## src/rtl/core/bqc_pkg.sv

```systemverilog
`timescale 1ns / 1ps
// ----------------------------------------------------------------------------
// bqc_pkg
// Shared constants, command types and controller states for the biquad
// cascade filter.
// ----------------------------------------------------------------------------
package bqc_pkg;

	localparam int DEF_SECTIONS     = 3;
	localparam int DEF_SAMPLE_WIDTH = 16;
	localparam int DEF_COEF_WIDTH   = 18;

	// extra fractional bits carried in the delay words
	localparam int GUARD_BITS  = 8;
	localparam int WORD_W      = 32;
	localparam int REG_COUNT   = 6;
	localparam int CFG_INDEX_W = 3;

	// steps of one section
	localparam int STEP_W = 3;
	localparam logic [STEP_W-1:0] STEP_FB_A1  = 3'd0;
	localparam logic [STEP_W-1:0] STEP_FB_A2  = 3'd1;
	localparam logic [STEP_W-1:0] STEP_FF_B1  = 3'd2;
	localparam logic [STEP_W-1:0] STEP_FF_B2  = 3'd3;
	localparam logic [STEP_W-1:0] STEP_FF_B0  = 3'd4;
	localparam logic [STEP_W-1:0] STEP_DRAIN  = 3'd5;
	localparam logic [STEP_W-1:0] STEP_FINISH = 3'd6;

	typedef enum logic [1:0] {
		ST_IDLE,
		ST_RUN,
		ST_DONE
	} state_t;

	typedef enum logic [2:0] {
		MUL_A1W1,
		MUL_A2W2,
		MUL_B1W1,
		MUL_B2W2,
		MUL_B0W
	} mul_sel_t;

	typedef enum logic [2:0] {
		ACC_HOLD,
		ACC_LOAD_X,
		ACC_SUB,
		ACC_LOAD_P,
		ACC_ADD
	} acc_op_t;

	typedef struct packed {
		mul_sel_t mul_sel;
		acc_op_t  acc_op;
		logic     load_x;
		logic     latch_w;
		logic     finish;
		logic     load_out;
	} cmd_t;

endpackage

```

## src/rtl/core/bqc_ctrl.sv

```systemverilog
`timescale 1ns / 1ps
// ----------------------------------------------------------------------------
// bqc_ctrl
// Sequencer: walks each section through seven steps that share one
// multiplier and one accumulator, and owns the input and output handshakes.
// ----------------------------------------------------------------------------
module bqc_ctrl #(
	parameter int SECTIONS = 3,
	parameter int SEC_W    = 2
) (
	input  logic             clk,
	input  logic             arst_n,
	input  logic             s_tvalid,
	output logic             s_tready,
	output logic             m_tvalid,
	input  logic             m_tready,
	output bqc_pkg::cmd_t    cmd,
	output logic [SEC_W-1:0] sec
);
	import bqc_pkg::*;

	localparam logic [SEC_W-1:0] SEC_LAST = SEC_W'(SECTIONS - 1);

	state_t             state_q;
	state_t             state_d;
	logic [STEP_W-1:0]  step_q;
	logic [SEC_W-1:0]   sec_q;
	logic               out_valid_q;

	assign sec      = sec_q;
	assign m_tvalid = out_valid_q;

	always_ff @(posedge clk or negedge arst_n) begin
		if (!arst_n) begin
			state_q <= ST_IDLE;
		end else begin
			state_q <= state_d;
		end
	end

	always_ff @(posedge clk or negedge arst_n) begin
		if (!arst_n) begin
			step_q      <= STEP_FB_A1;
			sec_q       <= '0;
			out_valid_q <= 1'b0;
		end else begin
			if (cmd.load_x) begin
				step_q <= STEP_FB_A1;
				sec_q  <= '0;
			end else if (state_q == ST_RUN) begin
				if (step_q == STEP_FINISH) begin
					step_q <= STEP_FB_A1;
					if (sec_q != SEC_LAST) begin
						sec_q <= sec_q + SEC_W'(1);
					end
				end else begin
					step_q <= step_q + STEP_W'(1);
				end
			end
			if (cmd.load_out) begin
				out_valid_q <= 1'b1;
			end else if (m_tready) begin
				out_valid_q <= 1'b0;
			end
		end
	end

	always_comb begin
		state_d      = state_q;
		s_tready     = 1'b0;
		cmd.mul_sel  = MUL_B0W;
		cmd.acc_op   = ACC_HOLD;
		cmd.load_x   = 1'b0;
		cmd.latch_w  = 1'b0;
		cmd.finish   = 1'b0;
		cmd.load_out = 1'b0;
		case (state_q)
			ST_IDLE: begin
				s_tready = 1'b1;
				if (s_tvalid) begin
					cmd.load_x = 1'b1;
					state_d    = ST_RUN;
				end
			end
			ST_RUN: begin
				case (step_q)
					STEP_FB_A1: begin
						cmd.mul_sel = MUL_A1W1;
						cmd.acc_op  = ACC_LOAD_X;
					end
					STEP_FB_A2: begin
						cmd.mul_sel = MUL_A2W2;
						cmd.acc_op  = ACC_SUB;
					end
					STEP_FF_B1: begin
						cmd.mul_sel = MUL_B1W1;
						cmd.acc_op  = ACC_SUB;
					end
					// feedback sum is complete: take w, start the feedforward sum
					STEP_FF_B2: begin
						cmd.mul_sel = MUL_B2W2;
						cmd.acc_op  = ACC_LOAD_P;
						cmd.latch_w = 1'b1;
					end
					STEP_FF_B0: begin
						cmd.mul_sel = MUL_B0W;
						cmd.acc_op  = ACC_ADD;
					end
					STEP_DRAIN: begin
						cmd.acc_op = ACC_ADD;
					end
					STEP_FINISH: begin
						cmd.finish = 1'b1;
						if (sec_q == SEC_LAST) begin
							state_d = ST_DONE;
						end
					end
					default: begin
						cmd.acc_op = ACC_HOLD;
					end
				endcase
			end
			ST_DONE: begin
				// wait for the output register to be free
				if (!out_valid_q || m_tready) begin
					cmd.load_out = 1'b1;
					state_d      = ST_IDLE;
				end
			end
			default: begin
				state_d = ST_IDLE;
			end
		endcase
	end

`ifndef NO_ASSERTIONS
	a_accept_starts: assert property (@(posedge clk) disable iff (!arst_n)
		(s_tvalid && s_tready) |=>
		(state_q == ST_RUN && step_q == STEP_FB_A1 && sec_q == '0))
		else $error("item accepted but sequence did not start at first section");

	a_done_last: assert property (@(posedge clk) disable iff (!arst_n)
		(state_q == ST_DONE) |-> (sec_q == SEC_LAST))
		else $error("result stage reached before last section");

	a_load_free: assert property (@(posedge clk) disable iff (!arst_n)
		cmd.load_out |-> (!out_valid_q || m_tready))
		else $error("output register overwritten while held");

	a_load_shows: assert property (@(posedge clk) disable iff (!arst_n)
		cmd.load_out |=> (out_valid_q && state_q == ST_IDLE))
		else $error("loaded result not presented");
`endif

endmodule

```

## src/rtl/core/bqc_datapath.sv

```systemverilog
`timescale 1ns / 1ps
// ----------------------------------------------------------------------------
// bqc_datapath
// Coefficient registers, delay words, shared multiplier, accumulator and the
// round and saturate logic for the delay word and the section output.
// ----------------------------------------------------------------------------
module bqc_datapath #(
	parameter int SECTIONS     = 3,
	parameter int SAMPLE_WIDTH = 16,
	parameter int COEF_WIDTH   = 18,
	parameter int SEC_W        = 2
) (
	input  logic                             clk,
	input  logic                             arst_n,
	input  logic                             cfg_we,
	input  logic [bqc_pkg::CFG_INDEX_W-1:0]  cfg_index,
	input  logic [3*COEF_WIDTH-1:0]          cfg_data,
	input  bqc_pkg::cmd_t                    cmd,
	input  logic [SEC_W-1:0]                 sec,
	input  logic [SAMPLE_WIDTH-1:0]          in_sample,
	output logic [SAMPLE_WIDTH-1:0]          sample_out,
	output logic                             clipped
);
	import bqc_pkg::*;

	localparam int CF     = COEF_WIDTH - 2;
	localparam int PROD_W = COEF_WIDTH + WORD_W;
	localparam int ACC_W  = COEF_WIDTH + WORD_W + 3;
	localparam int XSHIFT = GUARD_BITS + CF;
	localparam int WR_W   = ACC_W - CF;
	localparam int YR_W   = ACC_W - CF - GUARD_BITS;

	localparam logic [3*COEF_WIDTH-1:0] FF_RESET = (3*COEF_WIDTH)'(1) << CF;
	localparam logic signed [ACC_W-1:0] W_HALF = ACC_W'(1) << (CF - 1);
	localparam logic signed [ACC_W-1:0] Y_HALF = ACC_W'(1) << (CF + GUARD_BITS - 1);
	localparam logic signed [WORD_W-1:0] W_MAX = {1'b0, {(WORD_W-1){1'b1}}};
	localparam logic signed [WORD_W-1:0] W_MIN = {1'b1, {(WORD_W-1){1'b0}}};
	localparam logic signed [SAMPLE_WIDTH-1:0] S_MAX = {1'b0, {(SAMPLE_WIDTH-1){1'b1}}};
	localparam logic signed [SAMPLE_WIDTH-1:0] S_MIN = {1'b1, {(SAMPLE_WIDTH-1){1'b0}}};

	logic [3*COEF_WIDTH-1:0]          coef_ff_q [SECTIONS];
	logic [2*COEF_WIDTH-1:0]          coef_fb_q [SECTIONS];
	logic signed [WORD_W-1:0]         w1_q [SECTIONS];
	logic signed [WORD_W-1:0]         w2_q [SECTIONS];

	logic signed [SAMPLE_WIDTH-1:0]   x_q;
	logic signed [WORD_W-1:0]         w_q;
	logic signed [PROD_W-1:0]         prod_q;
	logic signed [ACC_W-1:0]          acc_q;
	logic                             flag_q;
	logic [SAMPLE_WIDTH-1:0]          sample_out_q;
	logic                             clipped_q;

	logic [3*COEF_WIDTH-1:0]          ff_sel;
	logic [2*COEF_WIDTH-1:0]          fb_sel;
	logic signed [COEF_WIDTH-1:0]     mul_coef;
	logic signed [WORD_W-1:0]         mul_data;

	logic signed [ACC_W-1:0]          w_sum;
	logic signed [WR_W-1:0]           w_rnd;
	logic                             w_hi;
	logic                             w_lo;
	logic signed [WORD_W-1:0]         w_sat;
	logic signed [ACC_W-1:0]          y_sum;
	logic signed [YR_W-1:0]           y_rnd;
	logic                             y_hi;
	logic                             y_lo;
	logic signed [SAMPLE_WIDTH-1:0]   y_sat;

	assign sample_out = sample_out_q;
	assign clipped    = clipped_q;

	// coefficient registers; indexes past the list are dropped
	always_ff @(posedge clk or negedge arst_n) begin
		if (!arst_n) begin
			for (int s = 0; s < SECTIONS; s++) begin
				coef_ff_q[s] <= FF_RESET;
				coef_fb_q[s] <= '0;
			end
		end else if (cfg_we) begin
			for (int s = 0; s < SECTIONS; s++) begin
				if ((2*s < REG_COUNT) && cfg_index == CFG_INDEX_W'(2*s)) begin
					coef_ff_q[s] <= cfg_data;
				end
				if ((2*s + 1 < REG_COUNT) && cfg_index == CFG_INDEX_W'(2*s + 1)) begin
					coef_fb_q[s] <= cfg_data[2*COEF_WIDTH-1:0];
				end
			end
		end
	end

	assign ff_sel = coef_ff_q[sec];
	assign fb_sel = coef_fb_q[sec];

	always_comb begin
		case (cmd.mul_sel)
			MUL_A1W1: begin
				mul_coef = fb_sel[COEF_WIDTH-1:0];
				mul_data = w1_q[sec];
			end
			MUL_A2W2: begin
				mul_coef = fb_sel[2*COEF_WIDTH-1:COEF_WIDTH];
				mul_data = w2_q[sec];
			end
			MUL_B1W1: begin
				mul_coef = ff_sel[2*COEF_WIDTH-1:COEF_WIDTH];
				mul_data = w1_q[sec];
			end
			MUL_B2W2: begin
				mul_coef = ff_sel[3*COEF_WIDTH-1:2*COEF_WIDTH];
				mul_data = w2_q[sec];
			end
			default: begin
				mul_coef = ff_sel[COEF_WIDTH-1:0];
				mul_data = w_q;
			end
		endcase
	end

	// round half up, then saturate
	assign w_sum = acc_q + W_HALF;
	assign w_rnd = w_sum[ACC_W-1:CF];
	assign w_hi  = w_rnd > WR_W'(W_MAX);
	assign w_lo  = w_rnd < WR_W'(W_MIN);
	assign w_sat = w_hi ? W_MAX : (w_lo ? W_MIN : w_rnd[WORD_W-1:0]);

	assign y_sum = acc_q + Y_HALF;
	assign y_rnd = y_sum[ACC_W-1:CF+GUARD_BITS];
	assign y_hi  = y_rnd > YR_W'(S_MAX);
	assign y_lo  = y_rnd < YR_W'(S_MIN);
	assign y_sat = y_hi ? S_MAX : (y_lo ? S_MIN : y_rnd[SAMPLE_WIDTH-1:0]);

	always_ff @(posedge clk) begin
		prod_q <= PROD_W'(mul_coef) * PROD_W'(mul_data);
		case (cmd.acc_op)
			ACC_LOAD_X: acc_q <= ACC_W'(x_q) <<< XSHIFT;
			ACC_SUB:    acc_q <= acc_q - ACC_W'(prod_q);
			ACC_LOAD_P: acc_q <= ACC_W'(prod_q);
			ACC_ADD:    acc_q <= acc_q + ACC_W'(prod_q);
			default:    acc_q <= acc_q;
		endcase
		if (cmd.load_x) begin
			x_q <= in_sample;
		end else if (cmd.finish) begin
			x_q <= y_sat;
		end
		if (cmd.latch_w) begin
			w_q <= w_sat;
		end
		if (cmd.load_out) begin
			sample_out_q <= x_q;
			clipped_q    <= flag_q;
		end
	end

	always_ff @(posedge clk or negedge arst_n) begin
		if (!arst_n) begin
			flag_q <= 1'b0;
		end else if (cmd.load_x) begin
			flag_q <= 1'b0;
		end else if (cmd.latch_w) begin
			flag_q <= flag_q | w_hi | w_lo;
		end else if (cmd.finish) begin
			flag_q <= flag_q | y_hi | y_lo;
		end
	end

	// delay line shift of the active section
	always_ff @(posedge clk or negedge arst_n) begin
		if (!arst_n) begin
			for (int s = 0; s < SECTIONS; s++) begin
				w1_q[s] <= '0;
				w2_q[s] <= '0;
			end
		end else if (cmd.finish) begin
			w2_q[sec] <= w1_q[sec];
			w1_q[sec] <= w_q;
		end
	end

endmodule

```

## src/rtl/core/biquad_cascade_filter.sv

```systemverilog
`timescale 1ns / 1ps
// ----------------------------------------------------------------------------
// biquad_cascade_filter
// Cascade of direct form II biquad sections on one shared multiplier.
// ----------------------------------------------------------------------------
// a result is loaded into the output register after the last section, once that register is free
// a new input item is taken only after the previous result has been loaded
// each section takes seven steps of the single multiply-accumulate unit
// a finished result waits in the output register while the next item runs
// reset: delay words cleared, b0 = 1.0 and all other coefficients zero
// ----------------------------------------------------------------------------
module biquad_cascade_filter #(
	parameter int SECTIONS     = bqc_pkg::DEF_SECTIONS,
	parameter int SAMPLE_WIDTH = bqc_pkg::DEF_SAMPLE_WIDTH,
	parameter int COEF_WIDTH   = bqc_pkg::DEF_COEF_WIDTH
) (
	input  logic                                  clk,
	input  logic                                  arst_n,
	input  logic                                  cfg_valid,
	output logic                                  cfg_ready,
	input  logic [bqc_pkg::CFG_INDEX_W-1:0]       cfg_index,
	input  logic [3*COEF_WIDTH-1:0]               cfg_data,
	input  logic                                  s_tvalid,
	output logic                                  s_tready,
	input  logic [((SAMPLE_WIDTH+7)/8)*8-1:0]     s_tdata,   // sample_in
	output logic                                  m_tvalid,
	input  logic                                  m_tready,
	output logic [((SAMPLE_WIDTH+7)/8)*8-1:0]     m_tdata,   // sample_out
	output logic [0:0]                            m_tuser    // clipped
);
	import bqc_pkg::*;

	localparam int DATA_W = ((SAMPLE_WIDTH + 7) / 8) * 8;
	localparam int SEC_W  = (SECTIONS > 1) ? $clog2(SECTIONS) : 1;

	cmd_t                    cmd;
	logic [SEC_W-1:0]        sec;
	logic [SAMPLE_WIDTH-1:0] sample_out;
	logic                    clipped;

	assign cfg_ready = 1'b1;
	assign m_tdata   = DATA_W'(sample_out);
	assign m_tuser   = clipped;

	bqc_ctrl #(
		.SECTIONS (SECTIONS),
		.SEC_W    (SEC_W)
	) u_ctrl (
		.clk      (clk),
		.arst_n   (arst_n),
		.s_tvalid (s_tvalid),
		.s_tready (s_tready),
		.m_tvalid (m_tvalid),
		.m_tready (m_tready),
		.cmd      (cmd),
		.sec      (sec)
	);

	bqc_datapath #(
		.SECTIONS     (SECTIONS),
		.SAMPLE_WIDTH (SAMPLE_WIDTH),
		.COEF_WIDTH   (COEF_WIDTH),
		.SEC_W        (SEC_W)
	) u_datapath (
		.clk        (clk),
		.arst_n     (arst_n),
		.cfg_we     (cfg_valid),
		.cfg_index  (cfg_index),
		.cfg_data   (cfg_data),
		.cmd        (cmd),
		.sec        (sec),
		.in_sample  (s_tdata[SAMPLE_WIDTH-1:0]),
		.sample_out (sample_out),
		.clipped    (clipped)
	);

endmodule

```

## config.mk

```make
export PLATFORM = sky130hd
export DESIGN_NAME = biquad_cascade_filter
export DESIGN_NICKNAME = d
export VERILOG_FILES = /design/src/rtl/core/bqc_pkg.sv /design/src/rtl/core/bqc_ctrl.sv /design/src/rtl/core/bqc_datapath.sv /design/src/rtl/core/biquad_cascade_filter.sv
export SDC_FILE = /design/constraint.sdc
export NUM_CORES = 2
export LEC_CHECK = 0
export BUFFER_PORTS_ARGS = -buffer_cell sky130_fd_sc_hd__buf_2
export CORE_MARGIN = 5
export CORE_UTILIZATION = 59
export CTS_CLUSTER_SIZE = 8
export DETAILED_ROUTE_END_ITERATION = 8
export PLACE_DENSITY = 0.79
export SLEW_MARGIN = 5
export SYNTH_ARGS = -nofsm -noshare
export SYNTH_HDL_FRONTEND = slang
export SYNTH_HIERARCHICAL = 1
export SYNTH_SLANG_ARGS = --single-unit
export TNS_END_PERCENT = 30
```

## constraint.sdc

```tcl
create_clock -name clk -period 9.5 [get_ports clk]
set_clock_uncertainty 0.05 [all_clocks]
set_input_delay 2.375 -clock clk [delete_from_list [all_inputs] [get_ports clk]]
set_output_delay 2.375 -clock clk [all_outputs]
set_load 0.1 [all_outputs]
```

==> results.md <==
- Outcome: finished, final reports clean
- Remaining global-route overflow: 0
- PortBufs: 96
- CTS Buffer Depth: 3
- DRC viols: 0
- Post-route clock period utilization: 0.957
- Starting Density: 0.594
- Multi-input gate area: 32400 um2
- Final WL: 143 mm
- Vias in the first global route: 41200
- Drt pass-1 iters: 6
- Site row count: 109
- Hold buffers post-CTS: 0
- Cell types with the highest counts after synthesis: inv_1, fa_1, nand2_1, dfrtp_1, nor2_1
- Routed Antenna Nets: 0
- 1st-iter DRT viols: 3615
- Vias: 39300
- Post-synthesis async set-or-reset flop share: 0.737
- Root buf cell: clkbuf_16
- Syn nets: 6124
- Most used cell, CP: fa_1
- Gpl congestion: 0.972
- Synth Instances: 5314
- Crit path max fanout: 57
- EDFF count, synth: 118
- Crit path DAT: 9.59 ns
- Max-slew violation count: 0
- Wire length per cell: 21.8 um
- Clk pin slew, worst setup/hold paths: 0.05 ns
- Largest net degree at the start of global routing: 182
- DP Wirelength: 105 mm
- Post-CTS Resized: 0
- Overall routing resource usage: 0.305
- Most numerous cell in the Yosys netlist: inv_1
- First-pass GRT wire length: 229 mm
- Setup TNS: 0 ns
- Most area-consuming cells after synthesis: dfrtp_1, fa_1, mux2_2
- Core Box Area: 88200 um2
- CP required: 9.99 ns
- # Post-CTS Setup Buffers: 0
- Final hold slack: 0.410 ns
- Commonest register cell after synthesis: dfrtp_1
- Place WS: 0.479 ns
- Clock Latency Late Sink: 0.66 ns
- Synth cell types: 86
- # nets final: 6155
- Chip width: 308 um
- Min cycle time layout: 9.09 ns
- PnR worst setup slack: 0.409 ns
- Setup crit start kind: flop
- Yosys top cell area share: 0.223
- P&R area growth vs syn: 9.01%
- CTS H-Tree Depth: 3
- Synth warn: 6
- Max incr delay on CP: 0.73 ns
- Least-Margin Pin Slew: 1.17 ns
- Syn Std Cell Area: 52400 um2
- CTS Buf Count: 91
- Via-per-instance ratio: 6.00
- Die Y: 308 um
- Avg Cell Area, Syn: 9.86 um2
- Finish-stage setup viols: 0
- Crit. End Element: flop
- Achievable Freq: 110 MHz
- Synth area leader: dfrtp_1
- Die ar.: 94900 um2
- Final Hold Vio Count: 0
- HP Class: flop to flop
- Share of layout cells above drive strength 1: 0.148
- Unrepaired setup endpoints after global routing: no
- Slew headroom: 0.218
- Initial antenna violation count: 6
- Yosys reg bits: 639
- CTS tree: yes
- Filler cell count: 6851
- Io pins: 98
- Max Cap Violations: 0
- CP max-delay cell: dfrtp_4
- Reg area: 16300 um2
- Critical path class: flop to flop
- Post-synthesis sequential area ratio: 0.312
- Clock sinks: 639
## worst max-delay path: cells and delay by family (launching register included)
| kind | cells | cell delay [ns] |
|---|---|---|
| adders and majority gates | 7 | 3.64 |
| AOI/OAI and AO/OA | 9 | 2.05 |
| and+or+nand+nor | 5 | 0.86 |
| buffers and inverters | 7 | 1.07 |
| muxes | 1 | 0.50 |
| DFF | 1 | 0.73 |
## stage by stage
step           instances  instance area, um2  utilization
2_1_floorplan       5314               52400            -
3_3_place_gp        6417               54500        0.618
3_5_place_dp        6417               54500        0.618
4_1_cts             6549               57100        0.647
5_1_grt             6554               57100        0.648
6_report            6555               57100        0.648
## sequential cells by signal (all words and copies together) (netlist names)
name,cells
u_ctrl/m_tvalid,1
u_ctrl/sec,2
u_ctrl/state_q,2
u_ctrl/step_q,3
u_datapath/acc_q,53
u_datapath/clipped,1
u_datapath/coef_fb_q,108
u_datapath/coef_ff_q,162
u_datapath/flag_q,1
u_datapath/prod_q,50
u_datapath/sample_out,16
u_datapath/w1_q,96
u_datapath/w2_q,96
u_datapath/w_q,32
u_datapath/x_q,16
## cells in the final DEF (no fill, tap or decap), types with 40 or more instances in the layout
| cell type | Yosys | final |
|---|---|---|
| o21ai_0 | 262 | 257 |
| dfxtp_1 | 50 | 50 |
| mux2i_1 | 163 | 163 |
| a211oi_1 | 67 | 67 |
| nand2_1 | 545 | 545 |
| clkbuf_16 | 0 | 91 |
| inv_1 | 731 | 731 |
| buf_2 | 31 | 95 |
| nor2b_1 | 46 | 45 |
| mux2_2 | 399 | 399 |
| a21o_1 | 63 | 63 |
| ha_1 | 177 | 177 |
| xnor2_1 | 116 | 115 |
| nand3_1 | 42 | 41 |
| dfrtp_1 | 468 | 466 |
| nor2_1 | 441 | 437 |
| edfxtp_1 | 118 | 118 |
| a21oi_1 | 274 | 263 |
| fa_1 | 555 | 555 |
| buf_4 | 1 | 104 |
| o21a_1 | 40 | 40 |
| xor2_1 | 79 | 79 |
## cell type report
class | instances | share of cell area
multi-input cells | 3665 | 0.567
diodes | 6 | 0.000263
inverters | 734 | 0.0483
clock inverters | 9 | 0.00317
clock buffers | 123 | 0.0423
flip-flops and latches | 639 | 0.286
well taps | 1165 | 0.0255
repair buffers | 214 | 0.0272
## kinds of logic after synthesis
| group | synth area share |
|---|---|
| AND/OR/NAND/NOR | 0.109 |
| buffers and inverters | 0.0733 |
| AO/OA/AOI/OAI | 0.0985 |
| adder cells (fa/ha/maj) | 0.254 |
| flip-flops | 0.312 |
| multiplexers | 0.121 |
| XOR/XNOR | 0.0326 |
| other | 0.0000715 |
## layer usage
| metal | up-vias | GRT usage | wire (um) |
|---|---|---|---|
| met5 | - | 0 | 0 |
| met4 | 0 | 0.143 | 7830 |
| met3 | 384 | 0.0623 | 11900 |
| met2 | 1629 | 0.489 | 67000 |
| met1 | 19900 | 0.402 | 56200 |
| li1 | 17400 | - | - |
## final timing paths
path	from	to	slack, ns	cells after the start
min reg2reg	u_datapath/x_q[8]	u_datapath/sample_out[8]	0.41	0
max in group asynchronous	arst_n	u_ctrl/sec[1]	6.09	2
min in group asynchronous	arst_n	u_datapath/coef_ff_q[46]	1.71	1
max reg2reg	u_ctrl/sec[0]	u_datapath/prod_q[47]	0.41	29
max	u_ctrl/sec[0]	u_datapath/prod_q[47]	0.41	29
min	u_datapath/x_q[8]	u_datapath/sample_out[8]	0.41	0
Power is not shown: default switching activity piles up to over one toggle a cycle in this logic, so the estimate is an artifact.
